[config.mk]
export PLATFORM = sky130hd
export DESIGN_NAME = ext2_block_map_walker
export DESIGN_NICKNAME = d
export VERILOG_FILES = /design/src/rtl/core/bmw_pkg.sv /design/src/rtl/core/bmw_front.sv /design/src/rtl/core/bmw_cmd_queue.sv /design/src/rtl/core/bmw_back.sv /design/src/rtl/core/ext2_block_map_walker.sv
export SDC_FILE = /design/constraint.sdc
export NUM_CORES = 1
export LEC_CHECK = 0
export BUFFER_PORTS_ARGS = -buffer_cell sky130_fd_sc_hd__buf_4
export CAP_MARGIN = 5
export CORE_MARGIN = 2
export CORE_UTILIZATION = 45
export DETAILED_ROUTE_END_ITERATION = 7
export GPL_ROUTABILITY_DRIVEN = 0
export GPL_TIMING_DRIVEN = 0
export PLACE_DENSITY = 0.73
export SLEW_MARGIN = 15
export SYNTH_ARGS = -nofsm -noshare
export SYNTH_HDL_FRONTEND = slang
export SYNTH_SLANG_ARGS = --single-unit
[constraint.sdc]
create_clock -name clk -period 9.8 [get_ports clk]
set_clock_uncertainty 0.05 [all_clocks]
set_input_delay 1.47 -clock clk [delete_from_list [all_inputs] [get_ports clk]]
set_output_delay 1.47 -clock clk [all_outputs]
set_load 0.02 [all_outputs]
[src/rtl/core/bmw_pkg.sv]
// ----------------------------------------------------------------------------
// Block map walker package
// Shared types, codes and geometry helpers for the ext2 block map walker.
// ----------------------------------------------------------------------------
package bmw_pkg;

  // Fixed layout of the inode pointer slots.
  localparam int unsigned DIRECT_SLOTS = 12;
  localparam int unsigned NUM_SLOTS    = 15;
  localparam logic [3:0]  SLOT_SINGLE  = 4'd12;
  localparam logic [3:0]  SLOT_DOUBLE  = 4'd13;
  localparam logic [3:0]  SLOT_TRIPLE  = 4'd14;

  // Default depth of the command queue between front and back.
  localparam int unsigned QUEUE_DEPTH_DEF = 2;

  // Request type codes on the input channel.
  localparam logic [1:0] REQ_LOAD = 2'd0;
  localparam logic [1:0] REQ_MAP  = 2'd1;
  localparam logic [1:0] REQ_RESP = 2'd2;

  // Result kind codes.
  localparam logic KIND_READ  = 1'b0;
  localparam logic KIND_FINAL = 1'b1;

  // Classified command kinds held in the queue.
  typedef enum logic [1:0] {
    CMD_LOAD,
    CMD_MAP,
    CMD_RESP
  } cmd_kind_t;

  // One classified command.
  typedef struct packed {
    cmd_kind_t   kind;
    logic [3:0]  slot;    // slot to write (load) or to read (map)
    logic [31:0] data;    // load value or returned word
    logic        ok;      // read status of a response
    logic        zero;    // map is out of range, answer is 0
    logic [1:0]  levels;  // pointer words to read, 0 for a direct map
    logic [9:0]  word;    // word index of the first read
    logic [9:0]  second;  // word index of the next level
    logic [9:0]  third;   // word index of the level after that
  } cmd_t;

  // Geometry that follows from the block size setting.
  typedef struct packed {
    logic [3:0]  sh;     // log2 of pointers per block
    logic [31:0] base2;  // first logical block of the double range
    logic [31:0] base3;  // first logical block of the triple range
    logic [31:0] lim3;   // size of the triple range
  } geom_t;

  function automatic geom_t bmw_geom(input logic [1:0] bsl);
    geom_t g;
    unique case (bsl)
      2'd0: begin
        g.sh    = 4'd8;
        g.base2 = 32'(DIRECT_SLOTS + (1 << 8));
        g.base3 = 32'(DIRECT_SLOTS + (1 << 8) + (1 << 16));
        g.lim3  = 32'(1 << 24);
      end
      2'd1: begin
        g.sh    = 4'd9;
        g.base2 = 32'(DIRECT_SLOTS + (1 << 9));
        g.base3 = 32'(DIRECT_SLOTS + (1 << 9) + (1 << 18));
        g.lim3  = 32'(1 << 27);
      end
      default: begin
        // Settings two and three both mean 1024 pointers per block.
        g.sh    = 4'd10;
        g.base2 = 32'(DIRECT_SLOTS + (1 << 10));
        g.base3 = 32'(DIRECT_SLOTS + (1 << 10) + (1 << 20));
        g.lim3  = 32'(1 << 30);
      end
    endcase
    return g;
  endfunction

endpackage

[src/rtl/core/bmw_front.sv]
// ----------------------------------------------------------------------------
// Block map walker front end
// Holds the block size register, decodes input items and splits a logical
// block index into its pointer range and word indices.
// ----------------------------------------------------------------------------
module bmw_front
  import bmw_pkg::*;
(
  input  logic        clk,
  input  logic        rst_n,
  input  logic        cfg_valid,
  input  logic [1:0]  cfg_data,
  input  logic        push,
  input  logic        full,
  input  logic [1:0]  in_req_type,
  input  logic [3:0]  in_slot,
  input  logic [31:0] in_pointer_value,
  input  logic [31:0] in_logical_block,
  input  logic [31:0] in_mem_word,
  input  logic        in_mem_ok,
  output logic        enq_valid,
  output cmd_t        enq_cmd
);

  logic [1:0]  block_size_log_r;
  logic [1:0]  block_size_log_nxt;
  geom_t       geom;
  logic [9:0]  mask;
  logic [4:0]  sh2;
  logic [31:0] idx;
  logic [31:0] i1;
  logic [31:0] i2;
  logic [31:0] i3;
  logic [31:0] i2_hi;
  logic [31:0] i3_mid;
  logic [31:0] i3_hi;
  logic        in_direct;
  logic        in_single;
  logic        in_double;
  logic        in_triple;

  // Block size register, written by every configuration transfer.
  always_comb begin
    block_size_log_nxt = cfg_valid ? cfg_data : block_size_log_r;
  end

  always_ff @(posedge clk) begin
    if (!rst_n) begin
      block_size_log_r <= 2'd0;
    end else begin
      block_size_log_r <= block_size_log_nxt;
    end
  end

  // Range offsets, computed in parallel against fixed bases.
  always_comb begin
    geom   = bmw_geom(block_size_log_r);
    mask   = 10'((11'd1 << geom.sh) - 11'd1);
    sh2    = {geom.sh, 1'b0};
    idx    = in_logical_block;
    i1     = idx - 32'(DIRECT_SLOTS);
    i2     = idx - geom.base2;
    i3     = idx - geom.base3;
    i2_hi  = i2 >> geom.sh;
    i3_mid = i3 >> geom.sh;
    i3_hi  = i3 >> sh2;

    in_direct = idx < 32'(DIRECT_SLOTS);
    in_single = !in_direct && (idx < geom.base2);
    in_double = (idx >= geom.base2) && (idx < geom.base3);
    in_triple = (idx >= geom.base3) && (i3 < geom.lim3);
  end

  // Build the queued command.
  always_comb begin
    enq_cmd        = '0;
    enq_cmd.kind   = CMD_LOAD;
    enq_cmd.data   = in_pointer_value;
    enq_cmd.slot   = in_slot;
    enq_valid      = 1'b0;
    unique case (in_req_type)
      REQ_LOAD: begin
        // A load to a slot that does not exist is dropped here.
        enq_valid = push && !full && (in_slot < 4'(NUM_SLOTS));
      end
      REQ_MAP: begin
        enq_valid    = push && !full;
        enq_cmd.kind = CMD_MAP;
        priority if (in_direct) begin
          enq_cmd.slot = idx[3:0];
        end else if (in_single) begin
          enq_cmd.slot   = SLOT_SINGLE;
          enq_cmd.levels = 2'd1;
          enq_cmd.word   = i1[9:0];
        end else if (in_double) begin
          enq_cmd.slot   = SLOT_DOUBLE;
          enq_cmd.levels = 2'd2;
          enq_cmd.word   = i2_hi[9:0];
          enq_cmd.second = i2[9:0] & mask;
        end else if (in_triple) begin
          enq_cmd.slot   = SLOT_TRIPLE;
          enq_cmd.levels = 2'd3;
          enq_cmd.word   = i3_hi[9:0];
          enq_cmd.second = i3_mid[9:0] & mask;
          enq_cmd.third  = i3[9:0] & mask;
        end else begin
          enq_cmd.zero = 1'b1;
        end
      end
      REQ_RESP: begin
        enq_valid    = push && !full;
        enq_cmd.kind = CMD_RESP;
        enq_cmd.data = in_mem_word;
        enq_cmd.ok   = in_mem_ok;
      end
      default: begin
        // Unused request type: no command.
        enq_valid = 1'b0;
      end
    endcase
  end

endmodule

[src/rtl/core/bmw_cmd_queue.sv]
// ----------------------------------------------------------------------------
// Block map walker command queue
// Small first-in first-out buffer of classified commands between the front
// end and the back end.
// ----------------------------------------------------------------------------
module bmw_cmd_queue
  import bmw_pkg::*;
#(
  parameter int unsigned DEPTH = QUEUE_DEPTH_DEF
) (
  input  logic clk,
  input  logic rst_n,
  input  logic wr_en,
  input  cmd_t wr_cmd,
  input  logic rd_en,
  output cmd_t rd_cmd,
  output logic q_full,
  output logic q_empty
);

  localparam int unsigned PW = (DEPTH > 1) ? $clog2(DEPTH) : 1;
  localparam int unsigned CW = $clog2(DEPTH + 1);

  cmd_t          mem_r [DEPTH];
  logic [PW-1:0] wr_ptr_r;
  logic [PW-1:0] wr_ptr_nxt;
  logic [PW-1:0] rd_ptr_r;
  logic [PW-1:0] rd_ptr_nxt;
  logic [CW-1:0] count_r;
  logic [CW-1:0] count_nxt;

  // Pointer and fill count update.
  always_comb begin
    wr_ptr_nxt = wr_ptr_r;
    rd_ptr_nxt = rd_ptr_r;
    count_nxt  = count_r;
    if (wr_en) begin
      wr_ptr_nxt = (wr_ptr_r == PW'(DEPTH - 1)) ? '0 : wr_ptr_r + 1'b1;
    end
    if (rd_en) begin
      rd_ptr_nxt = (rd_ptr_r == PW'(DEPTH - 1)) ? '0 : rd_ptr_r + 1'b1;
    end
    if (wr_en && !rd_en) begin
      count_nxt = count_r + 1'b1;
    end else if (rd_en && !wr_en) begin
      count_nxt = count_r - 1'b1;
    end
  end

  always_ff @(posedge clk) begin
    if (!rst_n) begin
      wr_ptr_r <= '0;
      rd_ptr_r <= '0;
      count_r  <= '0;
    end else begin
      wr_ptr_r <= wr_ptr_nxt;
      rd_ptr_r <= rd_ptr_nxt;
      count_r  <= count_nxt;
    end
  end

  // Entry storage.
  always_ff @(posedge clk) begin
    if (wr_en) begin
      mem_r[wr_ptr_r] <= wr_cmd;
    end
  end

  assign rd_cmd  = mem_r[rd_ptr_r];
  assign q_full  = (count_r == CW'(DEPTH));
  assign q_empty = (count_r == '0);

`ifndef ASSERT_OFF
  a_no_read_when_empty: assert property (@(posedge clk) disable iff (!rst_n)
    rd_en |-> count_r != '0)
    else $error("command queue read while empty");

  a_no_write_when_full: assert property (@(posedge clk) disable iff (!rst_n)
    wr_en |-> count_r != CW'(DEPTH))
    else $error("command queue written while full");

  a_count_bound: assert property (@(posedge clk) disable iff (!rst_n)
    count_r <= CW'(DEPTH))
    else $error("command queue fill count out of range");
`endif

endmodule

[src/rtl/core/bmw_back.sv]
// ----------------------------------------------------------------------------
// Block map walker back end
// Holds the inode pointer slots and the walk state, carries out queued
// commands in order and keeps the output register.
// ----------------------------------------------------------------------------
module bmw_back
  import bmw_pkg::*;
(
  input  logic        clk,
  input  logic        rst_n,
  input  logic        head_valid,
  input  cmd_t        head,
  output logic        head_take,
  input  logic        pop,
  output logic        empty,
  output logic        out_kind,
  output logic [31:0] out_read_block,
  output logic [9:0]  out_read_word_index,
  output logic [31:0] out_physical_block
);

  logic [31:0] ptr_r [NUM_SLOTS];
  logic [1:0]  levels_r;
  logic [1:0]  levels_nxt;
  logic [9:0]  second_r;
  logic [9:0]  second_nxt;
  logic [9:0]  third_r;
  logic [9:0]  third_nxt;
  logic        out_valid_r;
  logic        out_valid_nxt;
  logic        kind_r;
  logic [31:0] blk_r;
  logic [9:0]  word_r;
  logic [31:0] phys_r;

  logic [31:0] ptr_rd;
  logic        produce;
  logic        ptr_we;
  logic        out_free;
  logic        res_kind;
  logic [31:0] res_blk;
  logic [9:0]  res_word;
  logic [31:0] res_phys;
  logic [1:0]  cand_levels;
  logic [9:0]  cand_second;
  logic [9:0]  cand_third;

  assign ptr_rd = ptr_r[head.slot];

  // Execute the command at the head of the queue.
  always_comb begin
    produce     = 1'b0;
    ptr_we      = 1'b0;
    res_kind    = KIND_FINAL;
    res_blk     = '0;
    res_word    = '0;
    res_phys    = '0;
    cand_levels = levels_r;
    cand_second = second_r;
    cand_third  = third_r;
    unique case (head.kind)
      CMD_LOAD: begin
        ptr_we = 1'b1;
      end
      CMD_MAP: begin
        // A new map always abandons any walk in progress.
        produce     = 1'b1;
        cand_levels = 2'd0;
        if (!head.zero) begin
          if (head.levels == 2'd0) begin
            res_phys = ptr_rd;
          end else if (ptr_rd != '0) begin
            res_kind    = KIND_READ;
            res_blk     = ptr_rd;
            res_word    = head.word;
            cand_levels = head.levels;
            cand_second = head.second;
            cand_third  = head.third;
          end
        end
      end
      CMD_RESP: begin
        // A response with no walk in progress is dropped.
        if (levels_r != 2'd0) begin
          produce     = 1'b1;
          cand_levels = 2'd0;
          if (head.ok) begin
            if (levels_r == 2'd1) begin
              res_phys = head.data;
            end else if (head.data != '0) begin
              res_kind    = KIND_READ;
              res_blk     = head.data;
              res_word    = second_r;
              cand_levels = levels_r - 2'd1;
              cand_second = third_r;
              cand_third  = '0;
            end
          end
        end
      end
      default: begin
        produce = 1'b0;
      end
    endcase
  end

  // A command leaves the queue once its result has a place to go.
  assign out_free  = !out_valid_r || pop;
  assign head_take = head_valid && (!produce || out_free);

  always_comb begin
    levels_nxt    = head_take ? cand_levels : levels_r;
    second_nxt    = head_take ? cand_second : second_r;
    third_nxt     = head_take ? cand_third : third_r;
    out_valid_nxt = (head_take && produce) ? 1'b1 : (pop ? 1'b0 : out_valid_r);
  end

  // Walk state and output valid.
  always_ff @(posedge clk) begin
    if (!rst_n) begin
      levels_r    <= 2'd0;
      second_r    <= '0;
      third_r     <= '0;
      out_valid_r <= 1'b0;
    end else begin
      levels_r    <= levels_nxt;
      second_r    <= second_nxt;
      third_r     <= third_nxt;
      out_valid_r <= out_valid_nxt;
    end
  end

  // Inode pointer slots, all zero after reset.
  always_ff @(posedge clk) begin
    if (!rst_n) begin
      for (int i = 0; i < NUM_SLOTS; i++) begin
        ptr_r[i] <= '0;
      end
    end else if (head_take && ptr_we) begin
      ptr_r[head.slot] <= head.data;
    end
  end

  // Output payload register.
  always_ff @(posedge clk) begin
    if (head_take && produce) begin
      kind_r <= res_kind;
      blk_r  <= res_blk;
      word_r <= res_word;
      phys_r <= res_phys;
    end
  end

  assign empty               = !out_valid_r;
  assign out_kind            = kind_r;
  assign out_read_block      = blk_r;
  assign out_read_word_index = word_r;
  assign out_physical_block  = phys_r;

`ifndef ASSERT_OFF
  a_read_keeps_walk: assert property (@(posedge clk) disable iff (!rst_n)
    (head_take && produce && res_kind == KIND_READ) |=> levels_r != 2'd0)
    else $error("read request issued without a walk in progress");

  a_final_ends_walk: assert property (@(posedge clk) disable iff (!rst_n)
    (head_take && produce && res_kind == KIND_FINAL) |=> levels_r == 2'd0)
    else $error("final mapping left a walk in progress");
`endif

endmodule

[src/rtl/core/ext2_block_map_walker.sv]
// ----------------------------------------------------------------------------
// ext2 block map walker
// Top level: front end, command queue and back end of the walker.
// ----------------------------------------------------------------------------
// Translates a file's logical block index into a physical block number over
// the ext2 layout of twelve direct pointers and single, double and triple
// indirect pointers. Load items fill the fifteen inode pointer slots; a map
// item returns a final mapping or a read request for one pointer word, and
// each response item to a walk in progress moves the walk one level down. A
// transfer on the input is classified in the same cycle and written to a
// command queue of QUEUE_DEPTH entries; the back end executes one command per
// cycle from the queue head into the output register, so a result passes the
// queue entry and then the output register before it is on the output ports.
// With pop kept high the block sustains one item per cycle; the throughput
// limit is the single execute step of the back end, which stalls only while
// the output register holds an untaken result.
// The block size register may be written only while the block is idle.
// ----------------------------------------------------------------------------
module ext2_block_map_walker
  import bmw_pkg::*;
#(
  parameter int unsigned QUEUE_DEPTH = QUEUE_DEPTH_DEF
) (
  input  logic        clk,
  input  logic        rst_n,
  input  logic        cfg_valid,
  output logic        cfg_ready,
  input  logic [1:0]  cfg_data,
  input  logic        push,
  output logic        full,
  input  logic [1:0]  in_req_type,
  input  logic [3:0]  in_slot,
  input  logic [31:0] in_pointer_value,
  input  logic [31:0] in_logical_block,
  input  logic [31:0] in_mem_word,
  input  logic        in_mem_ok,
  output logic        empty,
  input  logic        pop,
  output logic        out_kind,
  output logic [31:0] out_read_block,
  output logic [9:0]  out_read_word_index,
  output logic [31:0] out_physical_block
);

  logic enq_valid;
  cmd_t enq_cmd;
  cmd_t head;
  logic head_take;
  logic q_empty;

  // The block size register takes every configuration transfer at once.
  assign cfg_ready = 1'b1;

  bmw_front u_front (
    .clk              (clk),
    .rst_n            (rst_n),
    .cfg_valid        (cfg_valid),
    .cfg_data         (cfg_data),
    .push             (push),
    .full             (full),
    .in_req_type      (in_req_type),
    .in_slot          (in_slot),
    .in_pointer_value (in_pointer_value),
    .in_logical_block (in_logical_block),
    .in_mem_word      (in_mem_word),
    .in_mem_ok        (in_mem_ok),
    .enq_valid        (enq_valid),
    .enq_cmd          (enq_cmd)
  );

  bmw_cmd_queue #(
    .DEPTH (QUEUE_DEPTH)
  ) u_queue (
    .clk     (clk),
    .rst_n   (rst_n),
    .wr_en   (enq_valid),
    .wr_cmd  (enq_cmd),
    .rd_en   (head_take),
    .rd_cmd  (head),
    .q_full  (full),
    .q_empty (q_empty)
  );

  bmw_back u_back (
    .clk                 (clk),
    .rst_n               (rst_n),
    .head_valid          (!q_empty),
    .head                (head),
    .head_take           (head_take),
    .pop                 (pop),
    .empty               (empty),
    .out_kind            (out_kind),
    .out_read_block      (out_read_block),
    .out_read_word_index (out_read_word_index),
    .out_physical_block  (out_physical_block)
  );

endmodule
## Word level (Yosys, flattened, before mapping)

Memory sizes are Yosys's and may differ from the RTL's. A register that Yosys moved wholly into a read port is not among the register bits.
Cells that the tools add are included.

- $add $sub $neg: 9
- Magnitude comparators: 7
- Equality and inequality tests: 14
- Shift operators: 4
- Muxes and demuxes: 93
- Bitwise gates (word level): 3
- Reductions and logical operators: 34

Operator list:

| kind | count |
|---|---|
| 32-bit two-way mux | 14 |
| 10-bit two-way mux | 22 |
| 98-bit one-hot mux with 2 select lines | 1 |
| 32-bit one-hot mux with 2 select lines | 2 |
| 33-bit two-way mux | 3 |
| 32-bit less-than comparator | 3 |
| 32-bit >= comparator | 2 |
| 32-bit nonzero test | 2 |
| 32-bit by 4-bit >> shifter with 10-bit output | 2 |
| 32-bit subtractor | 2 |
| 10-bit one-hot mux with 2 select lines | 3 |
| 32-bit by 4-bit less-than comparator with 1-bit output, second input constant | 1 |
| 32-bit OR reduction | 1 |
| 32-bit by 5-bit >> shifter with 10-bit output | 1 |
| 10-bit AND | 3 |
| 1-bit two-way mux | 25 |
| 4-bit two-way mux | 6 |
| 22-bit two-way mux | 1 |
| 20-bit two-way mux | 1 |
| 2-bit two-way mux | 9 |
| 12-bit two-way mux | 1 |
| 1-bit logical AND | 10 |
| 2-bit zero test | 5 |
| 1-bit by 4-bit << shifter with 10-bit output, first input constant | 1 |
| other kinds (18) | 43 |

- Register bits: 104
- Bits in writable memories: 624
- Input port bits: 110
- Output and inout port bits: 78
- Logic and storage cells: 178
- Memories kept: 2

Memories:

| memory | words | bits a word | rd ports | clocked after memory_dff | wr ports | RTL line | RTL |
|---|---|---|---|---|---|---|---|
| u_back.ptr_r | 15 | 32 | 1 | 0 | 15 | bmw_back.sv:22 | `logic [31:0] ptr_r [NUM_SLOTS];` |
| u_queue.mem_r | 2 | 72 | 1 | 1 | 1 | bmw_cmd_queue.sv:24 | `cmd_t mem_r [DEPTH];` |

## Logic depth before layout (Yosys ltp)

- Word-level depth: 12
- Mapped depth: 20
- Depth with buffers taken out: 15

## Cells and area by module

A second synthesis with hierarchy kept.

- Cells, all modules: 2386
- Area, all modules: 35301.4 um^2

Modules (own cells, without submodules):

| module | instances | cells each | area an instance (um^2) | sequential area each (um^2) |
|---|---|---|---|---|
| bmw_back | 1 | 1764 | 27216.1 | 18087.3 |
| bmw_cmd_queue | 1 | 246 | 5440.2 | 4424.2 |
| bmw_front | 1 | 373 | 2630.0 | 40.0 |
| ext2_block_map_walker | 1 | 3 | 15.0 | 0.0 |

## Worst setup path before layout

Ideal clock, no wire load.

- Path kind: reg2reg
- From: reg with a tool-made name
- To: reg u_back.kind_r, in the netlist u_back.out_kind, enable pin
- Library setup time: 510 ps
- Arrival time: 6314 ps
- Required time: 9240 ps
- Path slack: 2926 ps
- Stages on the path, launching flop included: 16
- Buffers on the path: 7
- Period minus slack after synthesis: 6874 ps
- Cell sequence: dfxtp_1 > buf_4 > buf_4 > buf_2 > buf_4 > buf_1 > buf_1 > mux2i_1 > inv_1 > ha_1 > clkbuf_1 > nor2b_1 > nor2_1 > o22a_1 > nand2_1 > nor2_1

RTL lines:

| what | RTL line | RTL |
|---|---|---|
| end signal: assignment | bmw_back.sv:147 | `kind_r <= res_kind;` |
| end: declaration | bmw_back.sv:31 | `logic kind_r;` |

==> flow_summary.toml <==
[global_route]
grt_pass1_vias = 24500
grt_pass1_wl_um = 159000
grt.total_usage_pct = 26.9
grt_antenna_before_repair = 1
grt_overflow = 0
grt_max_degree = 39

[sta]
worst_pin_slew_ns = 1.28
max_freq_mhz = 131
hold_viol = 0
post-route-period-util_pct = 78.0
rsz0062_at_grt = "no"
fin_ws_ns = 2.16
hold_slack_ns = 0.403
setup_viol = 0
drv_slew = 0
slew_headroom_pct = 12.1
period_needed_ns = 7.64
finalSetupTns_ns = 0

[power]
p_per_area_mw_per_mm2 = 216
p_clk_share_pct = 32.3
p_seq_share_pct = 43.9
power_frac_comb_pct = 23.8
p_sw_share_pct = 31.8
p_total_mw = 8.76
p_sw_mw = 2.79
intPower_mw = 5.98
ir_worst_vdd_mv = 0.149
leakage_nw = 14.4

[cells_and_area]
fin_cells = 4085
area_delta_synth_final_pct = 16.0
drive_gt1_share_pct = 16.8
diodes = 0
mostFrequentLayoutCells = "edfxtp_1 (731), nor2_1 (533), buf_4 (192)"
fin_util_pct = 52.6
final_area_mm2 = 0.0407
mostFrequentLayoutCell = "edfxtp_1"
nets = 3118

[placed_design]
place_ws_ns = 2.54
dpl.cell_count = 3951
dpl.hpwl_um = 77700
io_buffers = 184
post_dp_cell_area_mm2 = 0.0383

[logic_synthesis]
synth_flop_cell = "edfxtp_1"
syn_inst = 2701
synth.avg_cell_area_um2 = 13.0
netlist_area_mm2 = 0.0350
synth_edf_count = 731
yosysUniqueCellTypes = 73
synth_fp_nets = 2830
synth_seq_cells = 761
yosysWarnings = 0
seq_area_frac_synth_pct = 64.4
async_reset_ff_share_pct = 0

[floorplan]
core_mm2 = 0.0773
die-area_mm2 = 0.0801
start_util_pct = 45.3
io_pins = 188
num_rows = 102
die_h_um = 283
die_w_um = 283

[routing]
detail_route.wl_per_cell_um = 27.2
num_vias = 25400
antenna_left = 0
postRouteWirelength_um = 111000
viasPerCell = 6.21
drt_iter0_drc = 3840
drc = 0
drt_first_pass_iters = 6

[critical_path]
cp-end-kind = "flop"
critPathLaunchType = "flop"
worstPathMaxFanout = 18
worstPathArrival_ns = 7.93
critical_path_class = "reg -> reg"
required_ns = 10.09

[clocking]
clk_latency_ns = 0.64
cts_tree = "yes"
h-tree-depth = 3
ctsResizeCount = 0
postCtsSetupRepairBufs = 0
cts.clk_slew.worst_paths_ns = 0.07
clock_sinks = 761
hold_buffers = 0
cts_made_buffers = 76
cts_buffer_depth = 3
cts_root_buf = "clkbuf_16"

[run_status]
outcome = "complete, no violations"

[run]
maxCapViolations = 0

[min_path]
hold_class = "reg -> reg"
-- power groups by stage --
stage	Sequential [mW]	Combinational, mW	Clock [mW]
after floorplan	3.96	1.12	0
after global placement	3.93	1.93	0
after detailed placement	3.91	2.00	0
after CTS	3.85	2.01	2.82
after global routing	3.87	2.15	2.94
final	3.85	2.08	2.83
-- Yosys cell counts (all sizes together), types with 36 or more instances --
cell type,count,area share [%]
o21a,66,1.4
nand2,136,1.5
mux4,64,4.1
mux2,46,1.5
a32o,43,1.2
a22oi,43,0.94
a21boi,187,4.0
edfxtp,731,63
nor2b,53,0.95
buf,56,0.98
nand4,36,0.64
clkbuf,172,1.8
nor2,534,5.7
o41ai,53,1.3
mux2i,79,2.3
inv,50,0.54
-- critical path: stages (launching register included) --
cell and delay (ns):
dfxtp_1 0.38, buf_4 0.19, buf_4 0.16, buf_2 0.39, buf_4 0.39, buf_1 0.68
buf_1 0.61, mux2i_1 0.42, inv_1 0.08, ha_1 0.20, clkbuf_1 0.26, nor2b_1 0.25
nor2_1 0.25, o22a_1 0.25, nand3_1 0.31, nor3_1 0.72, nand2_1 0.46, clkbuf_1 0.42
nand2_2 0.58, buf_16 0.23
-- cells by family after synthesis --
| kind of cell | synth area share (%) |
|---|---|
| xor gates and xnor gates | 0.875 |
| other | 0.0107 |
| and+or+nand+nor | 10.9 |
| buffers and inverters | 3.36 |
| muxes | 7.87 |
| DFF | 64.4 |
| AOI/OAI and AO/OA | 11.9 |
| adders and majority gates | 0.678 |
-- worst paths after layout --
check | start | endpoint | slack (ns) | cells after the start
worst max-delay path | flop | u_back.ptr_r[12][5] | 2.16 | 19
worst min-delay path | u_back.third_r[7] | u_back.third_r[7] | 0.40 | 2
worst max register to register | flop | u_back.ptr_r[12][5] | 2.16 | 19
worst min register to register | u_back.third_r[7] | u_back.third_r[7] | 0.40 | 2
-- state kept, by name (all words and copies together) (netlist names), named ones only --
name and count:
u_back.out_kind 1, u_back.ptr_r 512, u_back.out_valid_r 1, u_queue.rd_ptr_r 1, u_queue.mem_r 144, u_queue.wr_ptr_r 1
u_back.second_r 10, u_back.out_read_word_index 10, u_queue.count_r 2, u_front.block_size_log_r 2, u_back.levels_r 2, u_back.out_physical_block 32
u_back.out_read_block 32, u_back.third_r 10
-- layout make-up --
cell class / instances / area [um2]
buffer: 228 / 988
clock buffer: 92 / 1980
clock inverter: 42 / 389
fill: 6529 / 36700
inverter: 50 / 188
multi-input combinational: 1662 / 11400
sequential: 761 / 22600
tap: 1040 / 1300
timing repair buffer: 210 / 1870
-- per-layer routing --
metal	track usage, %	share of wire, %	vias to the layer above
met5	0	0.012	-
met2	40.8	44	1940
met3	6.86	12	382
met4	14.3	6.1	2
met1	35.8	37	12300
li1	-	-	10700
Note: power is estimated with default switching activity, not from simulation.
